===== config.mk =====
export PLATFORM = sky130hd
export DESIGN_NAME = sliding_window_extreme_filter
export DESIGN_NICKNAME = d
export VERILOG_FILES = /design/src/sv/swef_pkg.sv /design/src/sv/swef_ram.sv /design/src/sv/swef_cmp.sv /design/src/sv/sliding_window_extreme_filter.sv
export VERILOG_INCLUDE_DIRS = /design/src /design/src/sv
export SDC_FILE = /design/constraint.sdc
export NUM_CORES = 2
export LEC_CHECK = 0
export ABC_AREA = 0
export BUFFER_PORTS_ARGS = -buffer_cell sky130_fd_sc_hd__buf_2
export CORE_MARGIN = 8
export CORE_UTILIZATION = 57
export DETAILED_ROUTE_END_ITERATION = 10
export MAX_ROUTING_LAYER = met4
export PLACE_DENSITY_LB_ADDON = 0.08
export RECOVER_POWER = 25
export SETUP_SLACK_MARGIN = 0.02
export SLEW_MARGIN = 40
export SYNTH_ARGS = -nofsm -noshare
export SYNTH_HDL_FRONTEND = slang
export SYNTH_SLANG_ARGS = --single-unit

===== constraint.sdc =====
create_clock -name clk -period 7.3 [get_ports clk]
set_input_delay 0.73 -clock clk [delete_from_list [all_inputs] [get_ports clk]]
set_output_delay 0.73 -clock clk [all_outputs]
set_load 0.02 [all_outputs]

===== src/sv/sliding_window_extreme_filter_assert.svh =====
// ----------------------------------------------------------------------------
// Assertion macros for the sliding window extreme filter
// Clocked on clk, disabled while arst_n is low.
// ----------------------------------------------------------------------------
`ifndef SLIDING_WINDOW_EXTREME_FILTER_ASSERT_SVH
`define SLIDING_WINDOW_EXTREME_FILTER_ASSERT_SVH

`define SWEF_ASSERT_ALWAYS(lbl, cond, msg) \
	lbl: assert property (@(posedge clk) disable iff (!arst_n) (cond)) else $error(msg);

`define SWEF_ASSERT_IMPL(lbl, ante, cons, msg) \
	lbl: assert property (@(posedge clk) disable iff (!arst_n) (ante) |-> (cons)) \
		else $error(msg);

`define SWEF_ASSERT_NEXT(lbl, ante, cons, msg) \
	lbl: assert property (@(posedge clk) disable iff (!arst_n) (ante) |=> (cons)) \
		else $error(msg);

`endif


===== src/sv/swef_pkg.sv =====
// ----------------------------------------------------------------------------
// swef_pkg
// Shared constants, types and pointer helpers of the extreme filter.
// ----------------------------------------------------------------------------
package swef_pkg;

	localparam int WINDOW_MAX   = 64;
	localparam int SAMPLE_WIDTH = 32;
	localparam int POS_W        = 16;
	localparam int CFG_W        = 7;
	localparam int CFG_IDX_W    = 2;
	localparam int PTR_W        = (WINDOW_MAX > 1) ? $clog2(WINDOW_MAX) : 1;
	localparam int CNT_W        = $clog2(WINDOW_MAX + 1);
	localparam int CMP_W        = (SAMPLE_WIDTH > POS_W) ? SAMPLE_WIDTH : POS_W;
	localparam int ENTRY_W      = POS_W + SAMPLE_WIDTH;

	localparam logic [CFG_IDX_W-1:0] REG_WINDOW_SIZE  = CFG_IDX_W'(0);
	localparam logic [CFG_IDX_W-1:0] REG_EXTREME_MODE = CFG_IDX_W'(1);

	typedef enum logic [1:0] {
		CMP_EQ,
		CMP_LE,
		CMP_GT
	} cmp_op_t;

	typedef logic [PTR_W-1:0] ptr_t;
	typedef logic [CNT_W-1:0] cnt_t;

	function automatic ptr_t ptr_inc(input ptr_t p);
		return (p == PTR_W'(WINDOW_MAX - 1)) ? '0 : p + ptr_t'(1);
	endfunction

	function automatic ptr_t ptr_dec(input ptr_t p);
		return (p == '0) ? PTR_W'(WINDOW_MAX - 1) : p - ptr_t'(1);
	endfunction

	function automatic cnt_t eff_window(input logic [CFG_W-1:0] ws);
		if (ws == '0)
			return cnt_t'(1);
		else if (32'(ws) > WINDOW_MAX)
			return CNT_W'(WINDOW_MAX);
		else
			return CNT_W'(ws);
	endfunction

endpackage


===== src/sv/swef_ram.sv =====
// ----------------------------------------------------------------------------
// swef_ram
// Generic simple dual-port RAM, one write port, one registered read port.
// ----------------------------------------------------------------------------
module swef_ram #(
	parameter int WIDTH = 8,
	parameter int DEPTH = 16
) (
	input  logic                                     clk,
	input  logic                                     we,
	input  logic [((DEPTH > 1) ? $clog2(DEPTH) : 1)-1:0] waddr,
	input  logic [WIDTH-1:0]                         wdata,
	input  logic                                     re,
	input  logic [((DEPTH > 1) ? $clog2(DEPTH) : 1)-1:0] raddr,
	output logic [WIDTH-1:0]                         rdata
);

	logic [WIDTH-1:0] mem_q [DEPTH];

	always_ff @(posedge clk) begin
		if (we)
			mem_q[waddr] <= wdata;
		if (re)
			rdata <= mem_q[raddr];
	end

endmodule


===== src/sv/swef_cmp.sv =====
// ----------------------------------------------------------------------------
// swef_cmp
// Shared compare unit: position match and dominance test.
// ----------------------------------------------------------------------------
module swef_cmp import swef_pkg::*; (
	input  cmp_op_t            op,
	input  logic signed [CMP_W-1:0] a,
	input  logic signed [CMP_W-1:0] b,
	output logic               hit
);

	always_comb begin
		unique case (op)
			CMP_EQ:  hit = (a == b);
			CMP_LE:  hit = (a <= b);
			CMP_GT:  hit = (a > b);
			default: hit = 1'b0;
		endcase
	end

endmodule


===== src/sv/sliding_window_extreme_filter.sv =====
// Transactions are serialised by the single compare unit and the one queue RAM
// read port; in_ready is low while one is at work, so no new sample is taken
// until the last one is through.
// Reset clears the queue, counters and output valid; window_size = 1, max mode.
// The queue RAM is not cleared; only the data of occupied entries is ever used.
// ----------------------------------------------------------------------------
// sliding_window_extreme_filter
// Sliding window max/min over a signed stream using a monotonic queue held in
// RAM, walked by a small sequencer around one shared comparator.
// ----------------------------------------------------------------------------
`include "sliding_window_extreme_filter_assert.svh"

module sliding_window_extreme_filter import swef_pkg::*; (
	input  logic                           clk,
	input  logic                           arst_n,
	input  logic                           cfg_we,
	input  logic [CFG_IDX_W-1:0]           cfg_index,
	input  logic [CFG_W-1:0]               cfg_data,
	input  logic                           in_valid,
	output logic                           in_ready,
	input  logic signed [SAMPLE_WIDTH-1:0] sample,
	input  logic                           sequence_start,
	output logic                           out_valid,
	input  logic                           out_ready,
	output logic signed [SAMPLE_WIDTH-1:0] extreme_value
);

	typedef enum logic [2:0] {
		ST_IDLE,
		ST_CHK_HEAD,
		ST_CHK_BACK,
		ST_APPEND,
		ST_OUT
	} state_t;

	state_t                    state_q;
	logic [CFG_W-1:0]          window_size_q;
	logic                      extreme_mode_q;
	ptr_t                      head_q;
	ptr_t                      tail_q;
	cnt_t                      occ_q;
	cnt_t                      seen_q;
	logic [POS_W-1:0]          pos_q;
	logic signed [SAMPLE_WIDTH-1:0] s_q;
	logic                      use_s_q;
	logic                      out_valid_q;
	logic signed [SAMPLE_WIDTH-1:0] extreme_value_q;

	cnt_t                      k;
	logic                      accept;
	logic                      cfg_hit;
	ptr_t                      back;
	cnt_t                      seen_next;
	logic [POS_W-1:0]          expired;
	logic                      slot_free;

	logic                      ram_we;
	logic                      ram_re;
	ptr_t                      ram_raddr;
	logic [ENTRY_W-1:0]        ram_rdata;
	logic [POS_W-1:0]          rd_pos;
	logic signed [SAMPLE_WIDTH-1:0] rd_sample;

	cmp_op_t                   cmp_op;
	logic signed [CMP_W-1:0]   cmp_a;
	logic signed [CMP_W-1:0]   cmp_b;
	logic                      cmp_hit;

	assign k         = eff_window(window_size_q);
	assign in_ready  = (state_q == ST_IDLE);
	assign accept    = in_valid && in_ready;
	assign cfg_hit   = cfg_we && (cfg_index == REG_WINDOW_SIZE || cfg_index == REG_EXTREME_MODE);
	assign back      = ptr_dec(tail_q);
	assign seen_next = (seen_q < k) ? seen_q + cnt_t'(1) : seen_q;
	assign expired   = pos_q - POS_W'(k);
	assign slot_free = !out_valid_q || out_ready;
	assign rd_pos    = ram_rdata[ENTRY_W-1 -: POS_W];
	assign rd_sample = ram_rdata[SAMPLE_WIDTH-1:0];
	assign ram_we    = (state_q == ST_APPEND) && (occ_q < CNT_W'(WINDOW_MAX));

	always_comb begin
		ram_re    = 1'b0;
		ram_raddr = head_q;
		cmp_op    = CMP_EQ;
		cmp_a     = CMP_W'(rd_pos);
		cmp_b     = CMP_W'(expired);
		unique case (state_q)
			ST_IDLE: begin
				ram_re    = accept;
				ram_raddr = sequence_start ? '0 : head_q;
			end
			ST_CHK_HEAD: begin
				ram_re    = 1'b1;
				ram_raddr = back;
			end
			ST_CHK_BACK: begin
				cmp_op    = extreme_mode_q ? CMP_GT : CMP_LE;
				cmp_a     = CMP_W'(rd_sample);
				cmp_b     = CMP_W'(s_q);
				ram_re    = cmp_hit;
				ram_raddr = ptr_dec(back);
			end
			ST_APPEND: begin
				ram_re    = 1'b1;
				ram_raddr = head_q;
			end
			ST_OUT: begin
				ram_re    = 1'b0;
			end
			default: begin
				ram_re    = 1'b0;
			end
		endcase
	end

	swef_cmp u_cmp (
		.op  (cmp_op),
		.a   (cmp_a),
		.b   (cmp_b),
		.hit (cmp_hit)
	);

	swef_ram #(
		.WIDTH (ENTRY_W),
		.DEPTH (WINDOW_MAX)
	) u_queue_ram (
		.clk   (clk),
		.we    (ram_we),
		.waddr (tail_q),
		.wdata ({pos_q, s_q}),
		.re    (ram_re),
		.raddr (ram_raddr),
		.rdata (ram_rdata)
	);

	always_ff @(posedge clk or negedge arst_n) begin
		if (!arst_n) begin
			state_q        <= ST_IDLE;
			window_size_q  <= CFG_W'(1);
			extreme_mode_q <= 1'b0;
			head_q         <= '0;
			tail_q         <= '0;
			occ_q          <= '0;
			seen_q         <= '0;
			pos_q          <= '0;
			use_s_q        <= 1'b0;
			out_valid_q    <= 1'b0;
		end else begin
			if (state_q == ST_OUT && slot_free)
				out_valid_q <= 1'b1;
			else if (out_ready)
				out_valid_q <= 1'b0;
			if (cfg_hit) begin
				if (cfg_index == REG_WINDOW_SIZE)
					window_size_q <= cfg_data;
				else
					extreme_mode_q <= cfg_data[0];
				head_q <= '0;
				tail_q <= '0;
				occ_q  <= '0;
				seen_q <= '0;
				pos_q  <= '0;
			end
			unique case (state_q)
				ST_IDLE: begin
					if (accept) begin
						if (sequence_start) begin
							head_q <= '0;
							tail_q <= '0;
							occ_q  <= '0;
							seen_q <= '0;
							pos_q  <= '0;
						end
						state_q <= (sequence_start || occ_q == '0) ? ST_APPEND : ST_CHK_HEAD;
					end
				end
				ST_CHK_HEAD: begin
					if (cmp_hit) begin
						head_q  <= ptr_inc(head_q);
						occ_q   <= occ_q - cnt_t'(1);
						state_q <= (occ_q == cnt_t'(1)) ? ST_APPEND : ST_CHK_BACK;
					end else begin
						state_q <= ST_CHK_BACK;
					end
				end
				ST_CHK_BACK: begin
					if (cmp_hit) begin
						tail_q  <= back;
						occ_q   <= occ_q - cnt_t'(1);
						state_q <= (occ_q == cnt_t'(1)) ? ST_APPEND : ST_CHK_BACK;
					end else begin
						state_q <= ST_APPEND;
					end
				end
				ST_APPEND: begin
					if (ram_we) begin
						tail_q <= ptr_inc(tail_q);
						occ_q  <= occ_q + cnt_t'(1);
					end
					pos_q   <= pos_q + POS_W'(1);
					seen_q  <= seen_next;
					use_s_q <= (occ_q == '0);
					state_q <= (seen_next >= k) ? ST_OUT : ST_IDLE;
				end
				ST_OUT: begin
					if (slot_free)
						state_q <= ST_IDLE;
				end
				default: begin
					state_q <= ST_IDLE;
				end
			endcase
		end
	end

	always_ff @(posedge clk) begin
		if (accept)
			s_q <= sample;
		if (state_q == ST_OUT && slot_free)
			extreme_value_q <= use_s_q ? s_q : rd_sample;
	end

	assign out_valid     = out_valid_q;
	assign extreme_value = extreme_value_q;

	`SWEF_ASSERT_ALWAYS(a_occ_bound, occ_q <= CNT_W'(WINDOW_MAX), "queue occupancy overflow")
	`SWEF_ASSERT_ALWAYS(a_seen_bound, seen_q <= k, "samples seen exceeds window")
	`SWEF_ASSERT_NEXT(a_busy_after_accept, accept, !in_ready, "ready held after transaction")
	`SWEF_ASSERT_NEXT(a_write_fills, ram_we, occ_q != '0, "queue empty after append")

endmodule


==> summary.md <==
| Metric | Value |
|---|---|
| PD cells | roughly 470 nW/um^2 |
| Total clock buffers created by CTS | ~340 |
| Main flop type after synthesis | edfxtp_1 |
| Number of vias per cell | approximately 6.5 |
| Initial Utilization | 57.3% |
| CP Data Arrival Time | 7480 ps |
| Final Non-Filler Cells | ~14000 |
| Most used cell, CP | o21ai_0 |
| Max VDD drop | 0.598 mV |
| Final Hold Fails | 0 |
| GRT overflow | 0 |
| Most frequent cells in the layout | nand2_1, edfxtp_1, nand3_1 |
| Required @ worst endpoint | 8140 ps |
| Fin Hold WS | 142 ps |
| Worst-path clk slew | 60 ps |
| Final period demand of the worst path | approximately 6600 ps |
| CTS tree | yes |
| Slowest cell on crit path | o21ai_0 |
| Most common cell after layout, fill and taps aside | nand2_1 |
| Syn-to-layout area delta | 13.3% |
| Fin nets | 10300 |
| Via Count | 88100 |
| Async S/R FF share, synth | 1.70% |
| Share of layout cells above drive strength 1 | 9.65% |
| Tot GR Track Use | 34.8% |
| Clock latency on the worst-skew pair | 990 ps |
| Layout Utilization | 64.9% |
| Setup bufs post-CTS | 0 |
| Hold crit path type | input port to register |
| Die area | about 240000 um^2 |
| Leak Pwr | 0.0506 uW |
| Slew @ Worst Pin | about 3700 ps |
| Largest net degree at the start of global routing | 157 |
| WL final | 422000 um |
| Synth unique cells | 80 |
| Design Power | 69700 uW |
| Root Buffer | clkbuf_16 |
| Final setup violation count | 0 |
| Seq/Total Area, Yosys | 74.6% |
| Unrepaired setup endpoints after global routing | no |
| Placed insts | 12900 |
| Die Wd | 494 um |
| Mapped Cells | 10100 |
| DRC | 0 |
| Core Rows | 175 |
| H-tree depth | 5 |
| CP max stage delay | 640 ps |
| Post-Syn Nets | 10200 |
| Clock tree buffer depth | 4 |
| Netlist Area Pre-Place | ~130000 um^2 |
| Initial antenna violation count | 29 |
| FF+latch count, synth | 3239 |
| Setup_tns | 0 ps |
| Status | finished with violations |
| Routability Congestion | 0.917 |
| PortBufs | 80 |
| Slew Viols, Final | between 1500 and 2000 |
| Routed len/inst | 31.2 um |
| Setup crit end kind | register |
| Slew HR | -148% |
| Iter 0 DRT Violations | 14800 |
| Failing checks | capacitance limit, slew limit |
| Io pins | 81 |
| Startpoint types | register |
| Post-DP HPWL | between 200000 and 250000 um |
| Syn_area_per_cell | 12.9 um^2 |
| Crit path kind | register to register |
| CP max FO | 15 |
| Post-synth EDFFs | 3184 |
| DRT Pass-1 Iters | 7 |
| Clock skew | 85.6 ps |
| CTS Sinks | 3239 |
| Max-cap viol count | 23 |
| Core area | roughly 230000 um^2 |
| Number of global-route vias before repair | 81000 |
| Die Height | 494 um |
| Post_cts resized | 0 |
| Critical path cell sequence | inv_1, nand2_1, ha_1, nor2b_1, o21ai_0, a21boi_0, o21ai_0, a21boi_0, o21ai_0, nor4b_1, xor2_1, mux2i_1, ha_1, nand4_1, or4_1, nor2_1, nand2_1, o21ai_1, a221o_1, buf_4, mux2_2, o221ai_1 |
| Tcrit/Tclk final | slightly above 90% |
| FMAX | between 150 and 200 MHz |
| Yosys Warn Count | 0 |
| First-pass GRT wire length | roughly 590000 um |
| Detail Route Antenna Nets | 0 |
==> per-stage QoR <==
stage	setup WS (ps)	cell area, um^2
global route	330	147000
finish	657	147000
CTS	910	147000
global placement	891	135000
floorplan	795	130000
detailed placement	929	136000
==> flip-flops by register name, summed over array words and instances, names as in the netlist <==
name / count
seen_q: 7
out_valid: 1
extreme_mode_q: 1
u_queue_ram.rdata: 48
extreme_value: 32
s_q: 32
head_q: 6
tail_q: 6
pos_q: 16
use_s_q: 1
state_q: 3
window_size_q: 7
occ_q: 7
u_queue_ram.mem_q: 3072
==> cell families after synthesis <==
| kind of cell | Yosys count | share of synthesized area, % |
|---|---|---|
| flops | 3239 | 74.6 |
| buf+inv | 698 | 2.23 |
| xor+xnor | 24 | 0.162 |
| compound gates | 957 | 4.97 |
| simple gates | 5070 | 16.9 |
| mux | 63 | 0.527 |
| fa+ha+maj | 65 | 0.631 |
==> power by group <==
| part | internal [uW] | switching (uW) |
|---|---|---|
| clock network | 9900 | 7070 |
| registers | 21800 | 642 |
| logic | 8740 | 21500 |
==> metal layers <==
metal,vias to the layer above,part of all wire (%),track usage [%]
li1,37400,-,-
met1,44000,39,48.9
met2,5739,44,50.0
met4,0,4.2,13.0
met3,929,13,8.08
met5,-,0,-
==> worst paths after layout <==
check | start | end | slack, ps | depth (start not counted)
min reg2reg | window_size_q[1] | window_size_q[1] | 540 | 1
min | cfg_data[4] | window_size_q[4] | 140 | 2
min in group asynchronous | arst_n | seen_q[3] | 1710 | 3
max in group asynchronous | arst_n | pos_q[12] | 3190 | 3
max | window_size_q[6] | tail_q[1] | 660 | 22
max reg2reg | window_size_q[6] | tail_q[1] | 660 | 22
==> final cells by class <==
cell class,instances,area [um^2]
well taps,3009,3760
repair buffers,447,4890
multi-input cells,6179,30800
clock inverters,184,1710
flip-flops and latches,3239,97000
inverters,19,71.3
clock buffers,412,9040
fillers,16500,79700
diodes,22,55.1
==> cells in the mapped netlist (all sizes together) (6+ instances only) <==
| cell type | number | area [um^2] |
|---|---|---|
| and2 | 21 | 131 |
| and3 | 213 | 1330 |
| a31oi | 195 | 1220 |
| dfrtp | 54 | 1350 |
| nand3 | 1275 | 6380 |
| o21ai | 160 | 801 |
| and4 | 47 | 412 |
| xnor2 | 15 | 131 |
| nor3 | 17 | 106 |
| a21o | 6 | 45.0 |
| clkbuf | 416 | 1560 |
| a211oi | 6 | 57.6 |
| or3 | 15 | 93.8 |
| xor2 | 9 | 78.8 |
| ha | 64 | 801 |
| a21oi | 227 | 1140 |
| nand4 | 110 | 694 |
| a311oi | 105 | 926 |
| buf | 263 | 1270 |
| nor2 | 118 | 458 |
| nand2 | 3212 | 12100 |
| o211ai | 8 | 60.1 |
| mux2i | 19 | 190 |
| inv | 18 | 67.6 |
| edfxtp | 3184 | 95600 |
| or4 | 6 | 48.8 |
| mux2 | 44 | 495 |
| a32oi | 189 | 1660 |
| nor2b | 9 | 56.3 |
| nand2b | 11 | 68.8 |
==> critical path: cells and delay by family, from the launching register on <==
kind | cells | cell delay, ps
buffers and inverters | 2 | 570
adders and majority gates | 2 | 700
and+or+nand+nor | 7 | 1890
DFF | 1 | 410
xor gates and xnor gates | 1 | 190
muxes | 2 | 500
AOI/OAI and AO/OA | 8 | 2290
==> repair_timing <==
action	4_1_cts	5_1_grt
setup endpoints to repair	0	0
hold buffers	33	0
endpoints found under the hold margin	74	0
Power figures use the tool's default switching activity.
